**config.mk**
```make
export PLATFORM = sky130hd
export DESIGN_NAME = strided_byte_transform
export DESIGN_NICKNAME = d
export VERILOG_FILES = /design/src/hdl/sbt_pkg.sv /design/src/hdl/strided_byte_transform.sv
export SDC_FILE = /design/constraint.sdc
export NUM_CORES = 1
export LEC_CHECK = 0
export ABC_AREA = 1
export BUFFER_PORTS_ARGS = -buffer_cell sky130_fd_sc_hd__buf_4
export CAP_MARGIN = 20
export CORE_ASPECT_RATIO = 0.5
export CORE_UTILIZATION = 48
export CTS_BUF_LIST = sky130_fd_sc_hd__clkbuf_4
export DETAILED_ROUTE_END_ITERATION = 8
export PLACE_DENSITY = 0.65
export SETUP_SLACK_MARGIN = 0.4
export SKIP_CTS_REPAIR_TIMING = 1
export SLEW_MARGIN = 20
export SYNTH_ARGS = -nofsm -noshare
export SYNTH_HDL_FRONTEND = slang
export SYNTH_SLANG_ARGS = --single-unit
```
**constraint.sdc**
```tcl
create_clock -name clk_i -period 3.1 [get_ports clk_i]
set_input_delay 0.155 -clock clk_i [delete_from_list [all_inputs] [get_ports clk_i]]
set_output_delay 0.155 -clock clk_i [all_outputs]
set_load 0.01 [all_outputs]
```
**src/hdl/sbt_pkg.sv**
```systemverilog
// sbt_pkg: shared types and constants for the strided byte transform
// used by strided_byte_transform and its port checker; depends on nothing
`timescale 1ns / 1ps

package sbt_pkg;

  // field widths
  localparam int unsigned ByteW   = 8;
  localparam int unsigned OpW     = 4;
  localparam int unsigned PosW    = 5;
  localparam int unsigned CfgIdxW = 8;

  // masks and thresholds of the operations
  localparam logic [7:0] LowNibbleMask = 8'h0F;
  localparam logic [7:0] LowSevenMask  = 8'h7F;
  localparam logic [7:0] HighNibbleMask = 8'hF0;
  localparam logic [7:0] TopBitValue   = 8'd128;

  // fixed stride of the full-amount operations
  localparam logic [PosW-1:0] PairStride = 5'd2;
  // offset added to the band to form the packed stride
  localparam logic [PosW-1:0] StrideBase = 5'd2;

  // configuration register indexes
  typedef enum logic [CfgIdxW-1:0] {
    REG_OP_SELECT = 8'd0,
    REG_AMOUNT    = 8'd1
  } reg_idx_e;

  // transform operations
  typedef enum logic [OpW-1:0] {
    OP_XOR_L4_P0     = 4'd0,
    OP_XOR_L4_P1     = 4'd1,
    OP_ADD_L4_P0     = 4'd2,
    OP_ADD_L4_P1     = 4'd3,
    OP_XOR_AMT_P0    = 4'd4,
    OP_XOR_AMT_P1    = 4'd5,
    OP_ADD_AMT_P0    = 4'd6,
    OP_ADD_AMT_P1    = 4'd7,
    OP_BAND_XOR      = 4'd8,
    OP_HI_XOR_L7     = 4'd9,
    OP_LO_XOR_L7     = 4'd10,
    OP_HI_ADD_L7     = 4'd11,
    OP_LO_ADD_L7     = 4'd12,
    OP_BAND_ADD      = 4'd13,
    OP_XOR_HIGH_P0   = 4'd14,
    OP_XOR_HIGH_P1   = 4'd15
  } op_e;

endpackage

```
**src/hdl/strided_byte_transform.sv**
```systemverilog
// strided_byte_transform: per-byte reversible transform with stride counter
// depends on sbt_pkg (types, masks, register indexes)
//
//  channel | direction | handshake             | payload
//  --------+-----------+-----------------------+---------------------------
//  in      | sink      | in_valid_i/in_stall_o | in_byte_i, in_last_i
//  out     | source    | out_valid_o/out_stall_i | out_byte_o, out_last_o
//  cfg     | sink      | cfg_valid_i/cfg_ready_o | cfg_index_i, cfg_data_i
//
// one byte per cycle while the output is not stalled: each transfer is modified by
// one compare and one add or xor and lands in the output register on the next edge
// reset clears the configuration registers, the position counter and the output valid
// in_stall_o rises only while a result is held and out_stall_i is high
`timescale 1ns / 1ps

module strided_byte_transform (
  input  logic                         clk_i,
  input  logic                         rst_ni,
  // input stream
  input  logic                         in_valid_i,
  output logic                         in_stall_o,
  input  logic [sbt_pkg::ByteW-1:0]    in_byte_i,
  input  logic                         in_last_i,
  // output stream
  output logic                         out_valid_o,
  input  logic                         out_stall_i,
  output logic [sbt_pkg::ByteW-1:0]    out_byte_o,
  output logic                         out_last_o,
  // configuration writes
  input  logic                         cfg_valid_i,
  output logic                         cfg_ready_o,
  input  logic [sbt_pkg::CfgIdxW-1:0]  cfg_index_i,
  input  logic [sbt_pkg::ByteW-1:0]    cfg_data_i
);

  sbt_pkg::op_e                 op_q;
  logic [sbt_pkg::ByteW-1:0]    amount_q;
  logic [sbt_pkg::PosW-1:0]     pos_q, pos_d;
  logic                         out_valid_q;
  logic [sbt_pkg::ByteW-1:0]    out_byte_q, out_byte_d;
  logic                         out_last_q;

  logic                         in_xfer;
  logic                         out_free;
  logic [3:0]                   band;
  logic [3:0]                   l4;
  logic [6:0]                   l7;
  logic [sbt_pkg::PosW-1:0]     stride;
  logic [sbt_pkg::PosW:0]       pos_inc;
  logic                         hit0, hit1;
  logic                         band_match;
  logic                         top_set;

  // handshakes
  assign cfg_ready_o = 1'b1;
  assign out_free    = !out_valid_q || !out_stall_i;
  assign in_stall_o  = !out_free;
  assign in_xfer     = in_valid_i && out_free;

  // configuration registers
  always_ff @(posedge clk_i or negedge rst_ni) begin
    if (!rst_ni) begin
      op_q     <= sbt_pkg::OP_XOR_L4_P0;
      amount_q <= '0;
    end else if (cfg_valid_i) begin
      case (cfg_index_i)
        sbt_pkg::REG_OP_SELECT: op_q <= sbt_pkg::op_e'(cfg_data_i[sbt_pkg::OpW-1:0]);
        sbt_pkg::REG_AMOUNT:    amount_q <= cfg_data_i;
        default: ;
      endcase
    end
  end

  // argument fields and stride
  assign band = amount_q[7:4];
  assign l4   = amount_q[3:0] & sbt_pkg::LowNibbleMask[3:0];
  assign l7   = amount_q[6:0] & sbt_pkg::LowSevenMask[6:0];

  always_comb begin
    case (op_q) inside
      [sbt_pkg::OP_XOR_AMT_P0 : sbt_pkg::OP_ADD_AMT_P1]: stride = sbt_pkg::PairStride;
      default: stride = {1'b0, band} + sbt_pkg::StrideBase;
    endcase
  end

  assign hit0       = pos_q == '0;
  assign hit1       = pos_q == sbt_pkg::PosW'(1);
  assign band_match = ((in_byte_i & sbt_pkg::HighNibbleMask) >> 4) == {4'd0, band};
  assign top_set    = in_byte_i >= sbt_pkg::TopBitValue;

  // byte transform
  always_comb begin
    out_byte_d = in_byte_i;
    case (op_q)
      sbt_pkg::OP_XOR_L4_P0:   if (hit0) out_byte_d = in_byte_i ^ {4'd0, l4};
      sbt_pkg::OP_XOR_L4_P1:   if (hit1) out_byte_d = in_byte_i ^ {4'd0, l4};
      sbt_pkg::OP_ADD_L4_P0:   if (hit0) out_byte_d = in_byte_i + {4'd0, l4};
      sbt_pkg::OP_ADD_L4_P1:   if (hit1) out_byte_d = in_byte_i + {4'd0, l4};
      sbt_pkg::OP_XOR_AMT_P0:  if (hit0) out_byte_d = in_byte_i ^ amount_q;
      sbt_pkg::OP_XOR_AMT_P1:  if (hit1) out_byte_d = in_byte_i ^ amount_q;
      sbt_pkg::OP_ADD_AMT_P0:  if (hit0) out_byte_d = in_byte_i + amount_q;
      sbt_pkg::OP_ADD_AMT_P1:  if (hit1) out_byte_d = in_byte_i + amount_q;
      sbt_pkg::OP_BAND_XOR:    if (band_match) out_byte_d = in_byte_i ^ {4'd0, l4};
      sbt_pkg::OP_HI_XOR_L7:   if (top_set) out_byte_d = in_byte_i ^ {1'b0, l7};
      sbt_pkg::OP_LO_XOR_L7:   if (!top_set) out_byte_d = in_byte_i ^ {1'b0, l7};
      sbt_pkg::OP_HI_ADD_L7:
        if (top_set) out_byte_d = {in_byte_i[7], in_byte_i[6:0] + l7};
      sbt_pkg::OP_LO_ADD_L7:
        if (!top_set) out_byte_d = {in_byte_i[7], in_byte_i[6:0] + l7};
      sbt_pkg::OP_BAND_ADD:
        if (band_match) out_byte_d = {in_byte_i[7:4], in_byte_i[3:0] + l4};
      sbt_pkg::OP_XOR_HIGH_P0: if (hit0) out_byte_d = in_byte_i ^ {l4, 4'd0};
      sbt_pkg::OP_XOR_HIGH_P1: if (hit1) out_byte_d = in_byte_i ^ {l4, 4'd0};
      default: out_byte_d = in_byte_i;
    endcase
  end

  // position counter next value
  assign pos_inc = {1'b0, pos_q} + 6'd1;

  always_comb begin
    if (in_last_i || (pos_inc >= {1'b0, stride})) begin
      pos_d = '0;
    end else begin
      pos_d = pos_inc[sbt_pkg::PosW-1:0];
    end
  end

  // control registers
  always_ff @(posedge clk_i or negedge rst_ni) begin
    if (!rst_ni) begin
      pos_q       <= '0;
      out_valid_q <= 1'b0;
    end else begin
      if (in_xfer) begin
        pos_q <= pos_d;
      end
      if (out_free) begin
        out_valid_q <= in_valid_i;
      end
    end
  end

  // result register
  always_ff @(posedge clk_i) begin
    if (in_xfer) begin
      out_byte_q <= out_byte_d;
      out_last_q <= in_last_i;
    end
  end

  assign out_valid_o = out_valid_q;
  assign out_byte_o  = out_byte_q;
  assign out_last_o  = out_last_q;

endmodule

```
==> results.md, run 1 <==
* Primary FF master, synth: dfrtp_1
* Synthesis Warnings at 0
* Mapped Avg Cell Area at roughly 6.5 sq um
* Cells after Synth at 488
* CTS tree: yes
* Die outline width at about 120 microns
* Number of flops mapped to enable cells by yosys at 9
* DR iter-0 viols at 550
* Max cap viols at 0
* Vias per std cell at 5.70
* Sequential Power Share at 0.318
* Die height at 59.5 microns
* Final Hold Viols at 0
* Fillers at 624
* CP required at 3260 ps
* Minimum clock period at 2410 ps
* CP max FO at 4
* # rows at 20
* Die area at ~0.0070 sq mm
* Non-Filler Instances at 610
* CTS Root Cell: clkbuf_4
* DRC at 0
* Setup Skew at 13.0 ps
* GR Overflow Total at 0
* Placed Cells at 601
* Static Leakage at 0.00178 uW
* Proportion of layout cells with a drive suffix above 1 at 0.153
* Worst min path class: in -> reg
* Arr. time, crit path at approximately 2600 ps
* TritonCTS Buffers at 3
* Critical Path End Type: register
* Setup_tns at 0 ps
* Setup violators final at 0
* Clock Tree Buf Depth at 2
* Vias in the first global route at 3087
* Synthesized Nets at 535
* Switching share of power at 0.498
* DP HPWL at 7350 microns
* GRT Overall Usage at 0.302
* Final ANT Viol Nets at 0
* RSZ-0062 raised after global routing: false
* CTS clock-pin slew for the worst setup and hold paths at roughly 200 ps
* Detailed Routing Iterations Pass 1 at 5
* Top achievable clock speed at 415 MHz
* RD Place Congestion at 0.968
* Flops & latches, synth at 27
* H-tree depth at 1
* Pin count of the biggest net entering global routing at 22
* Status: completed
* Final Routed Wirelength at 9650 microns
* Antenna diode count at 0
* Internal at 736 uW
* Vias at around 3500
* Area growth syn-to-layout at 12.2%
* Net Sw Power at 731 uW
* IO buf count at 40
* Relative max-transition margin at 0.432
* Clock share of power at 0.134
* Worst Setup Path Type: reg -> reg
* Layout Nets at 570
* Critical Path Source Type: register
* Power Density at 412 mW/mm^2
* Final Max Slew Viols at 0
* Initial antenna violation count at 0
* Synth unique cells at 45
* Combinational cell fraction of total power at 0.549
* Worst-margin pin slew at 845 ps
* Initial core utilization at 0.509
* Ys async rst share at 0.667
* Io pins at 42
* Syn Std Cell Area at between 0.003 and 0.004 sq mm
* Sequential-to-total area share from yosys stat at 0.227
* Core Area at 0.00623 sq mm
* Skew-Pair Late Insertion Delay at 380 ps
* Avg WL per Cell at 15.8 microns
* Global-route wire length before repair at around 16000 microns
* Peak VDD IR at 0.000379 V
* Clock sinks at 27
* Fin crit share at 0.778
==> kinds of logic (layout without fill, tap and decap cells) <==
logic type,after synthesis,in the layout,synth area share
other,1,1,0.00118
adder cells (fa/ha/maj),17,17,0.0695
XOR/XNOR,12,12,0.0331
AND/OR/NAND/NOR,287,287,0.417
AO/OA/AOI/OAI,64,64,0.137
flip-flops,27,27,0.227
buffers and inverters,80,114,0.115
==> cells in the mapped netlist, types with 6 or more instances <==
library cell,n,share of area
inv_1,58,0.069
a21oi_1,8,0.013
nor2_1,37,0.044
ha_1,16,0.063
xor2_1,10,0.028
dfrtp_1,18,0.14
buf_2,7,0.011
o211ai_1,15,0.036
nand4_1,6,0.012
nand2_1,136,0.16
nand3b_1,6,0.014
nor2_2,6,0.012
o21ai_0,16,0.025
edfxtp_1,9,0.085
nand3_1,75,0.12
==> cell usage in the layout, fill, tap and decap left out, drive strengths merged, types with 2 or more instances in the layout <==
master,n
xnor2,2
nor3,8
ha,16
buf,42
o22ai,3
dlygate4sd3,5
a211oi,2
xor2,10
nor2,46
o21ai,25
nand4,6
clkbuf,3
o211ai,18
nand3b,6
nand3,77
inv,63
a21oi,8
dfrtp,18
o21a,2
edfxtp,9
nand2,141
==> per-layer routing <==
layer,share of wire,vias to the layer above,GRT usage
met5,0,-,0
met4,0.013,0,0.0687
met3,0.14,22,0.0624
met2,0.38,223,0.429
met1,0.47,1540,0.462
li1,-,1691,-
==> path summary, 6_finish.rpt <==
check                                end  depth (start not counted)          start  slack, ps
min in group asynchronous    amount_q[1]                          2         rst_ni        150
setup / recovery           out_byte_o[4]                         13    amount_q[0]        690
setup reg to reg           out_byte_o[4]                         13    amount_q[0]        690
hold reg to reg              amount_q[4]                          2    amount_q[4]        560
hold / removal               amount_q[7]                          3  cfg_data_i[7]          2
max in group asynchronous    amount_q[4]                          2         rst_ni       2740
==> flip-flops by register name (all words and copies together) (netlist names) <==
name / flops
amount_q: 8
op_q: 4
out_byte_o: 8
out_last_o: 1
out_valid_o: 1
pos_q: 5
==> stage by stage <==
step	hold slack (ps)	util	power, uW	setup WS, ps	cell area, sq um
2_1_floorplan	-141	-	1070	1060	3170
3_3_place_gp	44.8	0.558	1260	903	3470
3_5_place_dp	46.8	0.558	1250	784	3470
4_1_cts	-385	0.563	1450	759	3510
5_1_grt	7.28	0.571	1570	425	3560
6_report	1.52	0.571	1470	689	3560
==> layout make-up <==
| cell class | instances | area, sq um | share of cell area |
|---|---|---|---|
| Multi-Input combinational cell | 381 | 2080 | 0.586 |
| Sequential cell | 27 | 721 | 0.203 |
| Tap cell | 88 | 110 | 0.0310 |
| Clock inverter | 1 | 8.76 | 0.00246 |
| Clock buffer | 3 | 22.5 | 0.00633 |
| Inverter | 63 | 244 | 0.0686 |
| Timing Repair Buffer | 47 | 365 | 0.103 |
==> worst max-delay path, cell delays in order (launching register included) <==
cell and delay [ps]:
dfrtp_1 430, ha_1 190, inv_1 80, fa_1 410, inv_1 100, nand2_1 70
nand2_1 80, nand2_1 100, xor2_1 300, nand2_1 100, nand2_1 70, nand3_1 60
nor2_1 110, nand3_1 80
==> power by group through the flow <==
stage / registers (uW) / clock network, uW / logic, uW
2_1_floorplan: 471 / 0 / 596
3_3_place_gp: 472 / 0 / 785
3_5_place_dp: 472 / 0 / 780
4_1_cts: 465 / 199 / 783
5_1_grt: 472 / 210 / 890
6_report: 466 / 196 / 805
Note: power is estimated with default switching activity, not from simulation.
==> inputs of run 2 (changes only) <==
--- a/config.mk
+++ b/config.mk
@@ -12,7 +12,7 @@
 export CORE_UTILIZATION = 48
 export CTS_BUF_LIST = sky130_fd_sc_hd__clkbuf_4
 export DETAILED_ROUTE_END_ITERATION = 8
-export PLACE_DENSITY = 0.65
+export PLACE_DENSITY = 0.68
 export SETUP_SLACK_MARGIN = 0.4
 export SKIP_CTS_REPAIR_TIMING = 1
 export SLEW_MARGIN = 20
==> constraint.sdc (replaced) <==
create_clock -name clk_i -period 2 [get_ports clk_i]
set_input_delay 0.1 -clock clk_i [delete_from_list [all_inputs] [get_ports clk_i]]
set_output_delay 0.1 -clock clk_i [all_outputs]
set_load 0.01 [all_outputs]
==> run 2 against run 1 <==
Compared with the run above: the run now ends with negative hold slack, negative setup slack left; global-route usage rose by 0.67 points; clock skew fell by 5.6 ps; sequential share of layout area fell by 4.1 points; via count rose by 8.7%; sequential power rose by 55%.
==> results.md, run 2 (synthesis results as in run 1) <==
* Status: complete, but fails checks
* Failing checks: negative hold slack, negative setup slack
* H-tree depth at 1
* Final ANT Viol Nets at 0
* Final Routed Wirelength at around 11000 microns
* Area growth syn-to-layout at 42.3%
* Worst Setup SP: amount_q[0]
* Fillers at 489
* RR Startpoint: amount_q[0]
* Fin area at 0.00451 sq mm
* Vias at 3777
* Detailed Routing Iterations Pass 1 at 5
* Cell Area, Placed at 0.00390 sq mm
* Core Area at approximately 0.0062 sq mm
* IO buf count at 40
* Power Density at approximately 620 mW/mm^2
* Reg2Reg Depth at 13
* Peak VDD IR at 0.000569 V
* CTS tree: yes
* Initial antenna violation count at 0
* Fin crit share at 1.06
* RD Place Congestion at about 0.99
* Leading cell types in the layout, fill and taps excluded: 124 x nand2_1, 96 x buf_4, 63 x nand3_1
* Layout Nets at 636
* CTS clock-pin slew for the worst setup and hold paths at 180 ps
* Critical Path End Type: register
* Critical path capture point: out_byte_o[4]
* RSZ-0062 raised after global routing: true
* DR iter-0 viols at 399
* Arr. time, crit path at roughly 2300 ps
* Vias in the first global route at 3222
* CP required at 2150 ps
* GRT Overall Usage at 0.309
* Static Leakage at 0.00218 uW
* Vias per std cell at approximately 5.6
* Reg-to-reg setup timing slack at -120 ps
* Die height at between 50 and 60 microns
* Antenna diode count at 0
* Util after Layout at 0.724
* CTS Root Cell: clkbuf_4
* Most common cell after layout, fill and taps aside: nand2_1
* CP max FO at 2
* Skew-Pair Late Insertion Delay at around 370 ps
* Proportion of layout cells with a drive suffix above 1 at 0.359
* Worst min path class: in -> reg
* Clock sinks at 27
* Relative max-transition margin at 0.645
* Max cap viols at 0
* Fin worst setup slack at -120 ps
* DP HPWL at 7930 microns
* Non-Filler Instances at a little under 700
* Placed Cells at 649
* TritonCTS Buffers at 3
* Initial core utilization at 0.509
* Worst Setup Path Type: reg -> reg
* Final Hold Slack at -6.62 ps
* Hold Crit Start: cfg_index_i[0]
* Avg WL per Cell at ~16 microns
* Reg2reg end: out_byte_o[4]
* Minimum clock period at 2120 ps
* Worst-margin pin slew at 531 ps
* Final Max Slew Viols at 0
* DRC at 0
* Top achievable clock speed at around 470 MHz
* Setup violators final at 3
* Global-route wire length before repair at 16000 microns
* Clock Tree Buf Depth at 2
* Final Hold Viols at 2
* Io pins at 42
* Die outline width at 117 microns
* Die area at about 0.0070 sq mm
* Critical Path Source Type: register
* GR Overflow Total at 0
* Setup Skew at 7.41 ps
* Pin count of the biggest net entering global routing at 19
* # rows at 20
## run 2: through the flow
step | setup TNS [ps] | total power, uW | hold slack, ps | setup slack, ps
6_report | -140 | 2790 | -6.62 | -120
5_1_grt | -661 | 2970 | -1.95 | -260
4_1_cts | -124 | 2470 | -437 | -122
3_5_place_dp | -97.1 | 2180 | -16.7 | -97.1
3_3_place_gp | -42.9 | 2180 | -19.0 | -42.9
2_1_floorplan | 0 | 1700 | -196 | 26.5
## run 2: worst min path at each step
stage | cells past startpoint | to | slack [ps]
6_report | 3 | amount_q[5] | -7
2_1_floorplan | 0 | amount_q[0] | -200
3_5_place_dp | 1 | out_valid_o | -20
3_3_place_gp | 1 | pos_q[0] | -20
4_1_cts | 1 | op_q[2] | -440
5_1_grt | 3 | amount_q[5] | -2
## run 2: critical path, cell delays in order, from the launching register on
cell,delay (ps)
dfrtp_1,390
ha_2,180
inv_2,40
fa_2,340
inv_2,70
nand2_2,50
nand2_2,100
nand2_4,90
xor2_1,210
nand2_1,80
nand3_1,70
nand3_1,80
nor2_1,120
nand3_1,70
## run 2: cell type report
| class | instances | area [sq um] | share of cell area |
|---|---|---|---|
| flip-flops and latches | 27 | 728 | 0.161 |
| inverters | 63 | 246 | 0.0546 |
| clock buffers | 3 | 22.5 | 0.00499 |
| clock inverters | 1 | 8.76 | 0.00194 |
| repair buffers | 113 | 897 | 0.199 |
| well taps | 88 | 110 | 0.0244 |
| multi-input cells | 381 | 2500 | 0.554 |
## run 2: power by group
| part | switching [uW] | leakage, uW | total, uW | internal [uW] |
|---|---|---|---|---|
| clock network | 209 | 0.0000183 | 292 | 82.5 |
| logic | 1050 | 0.00184 | 1780 | 730 |
| registers | 61.6 | 0.000321 | 723 | 661 |
## run 2: metal layers
metal  vias to the layer above  track usage  wire, microns
met5                         -            0              0
met4                         0       0.0669            170
met3                        25       0.0613            963
met2                       200        0.470           4930
met1                      1733        0.452           4790
li1                       1819            -              -
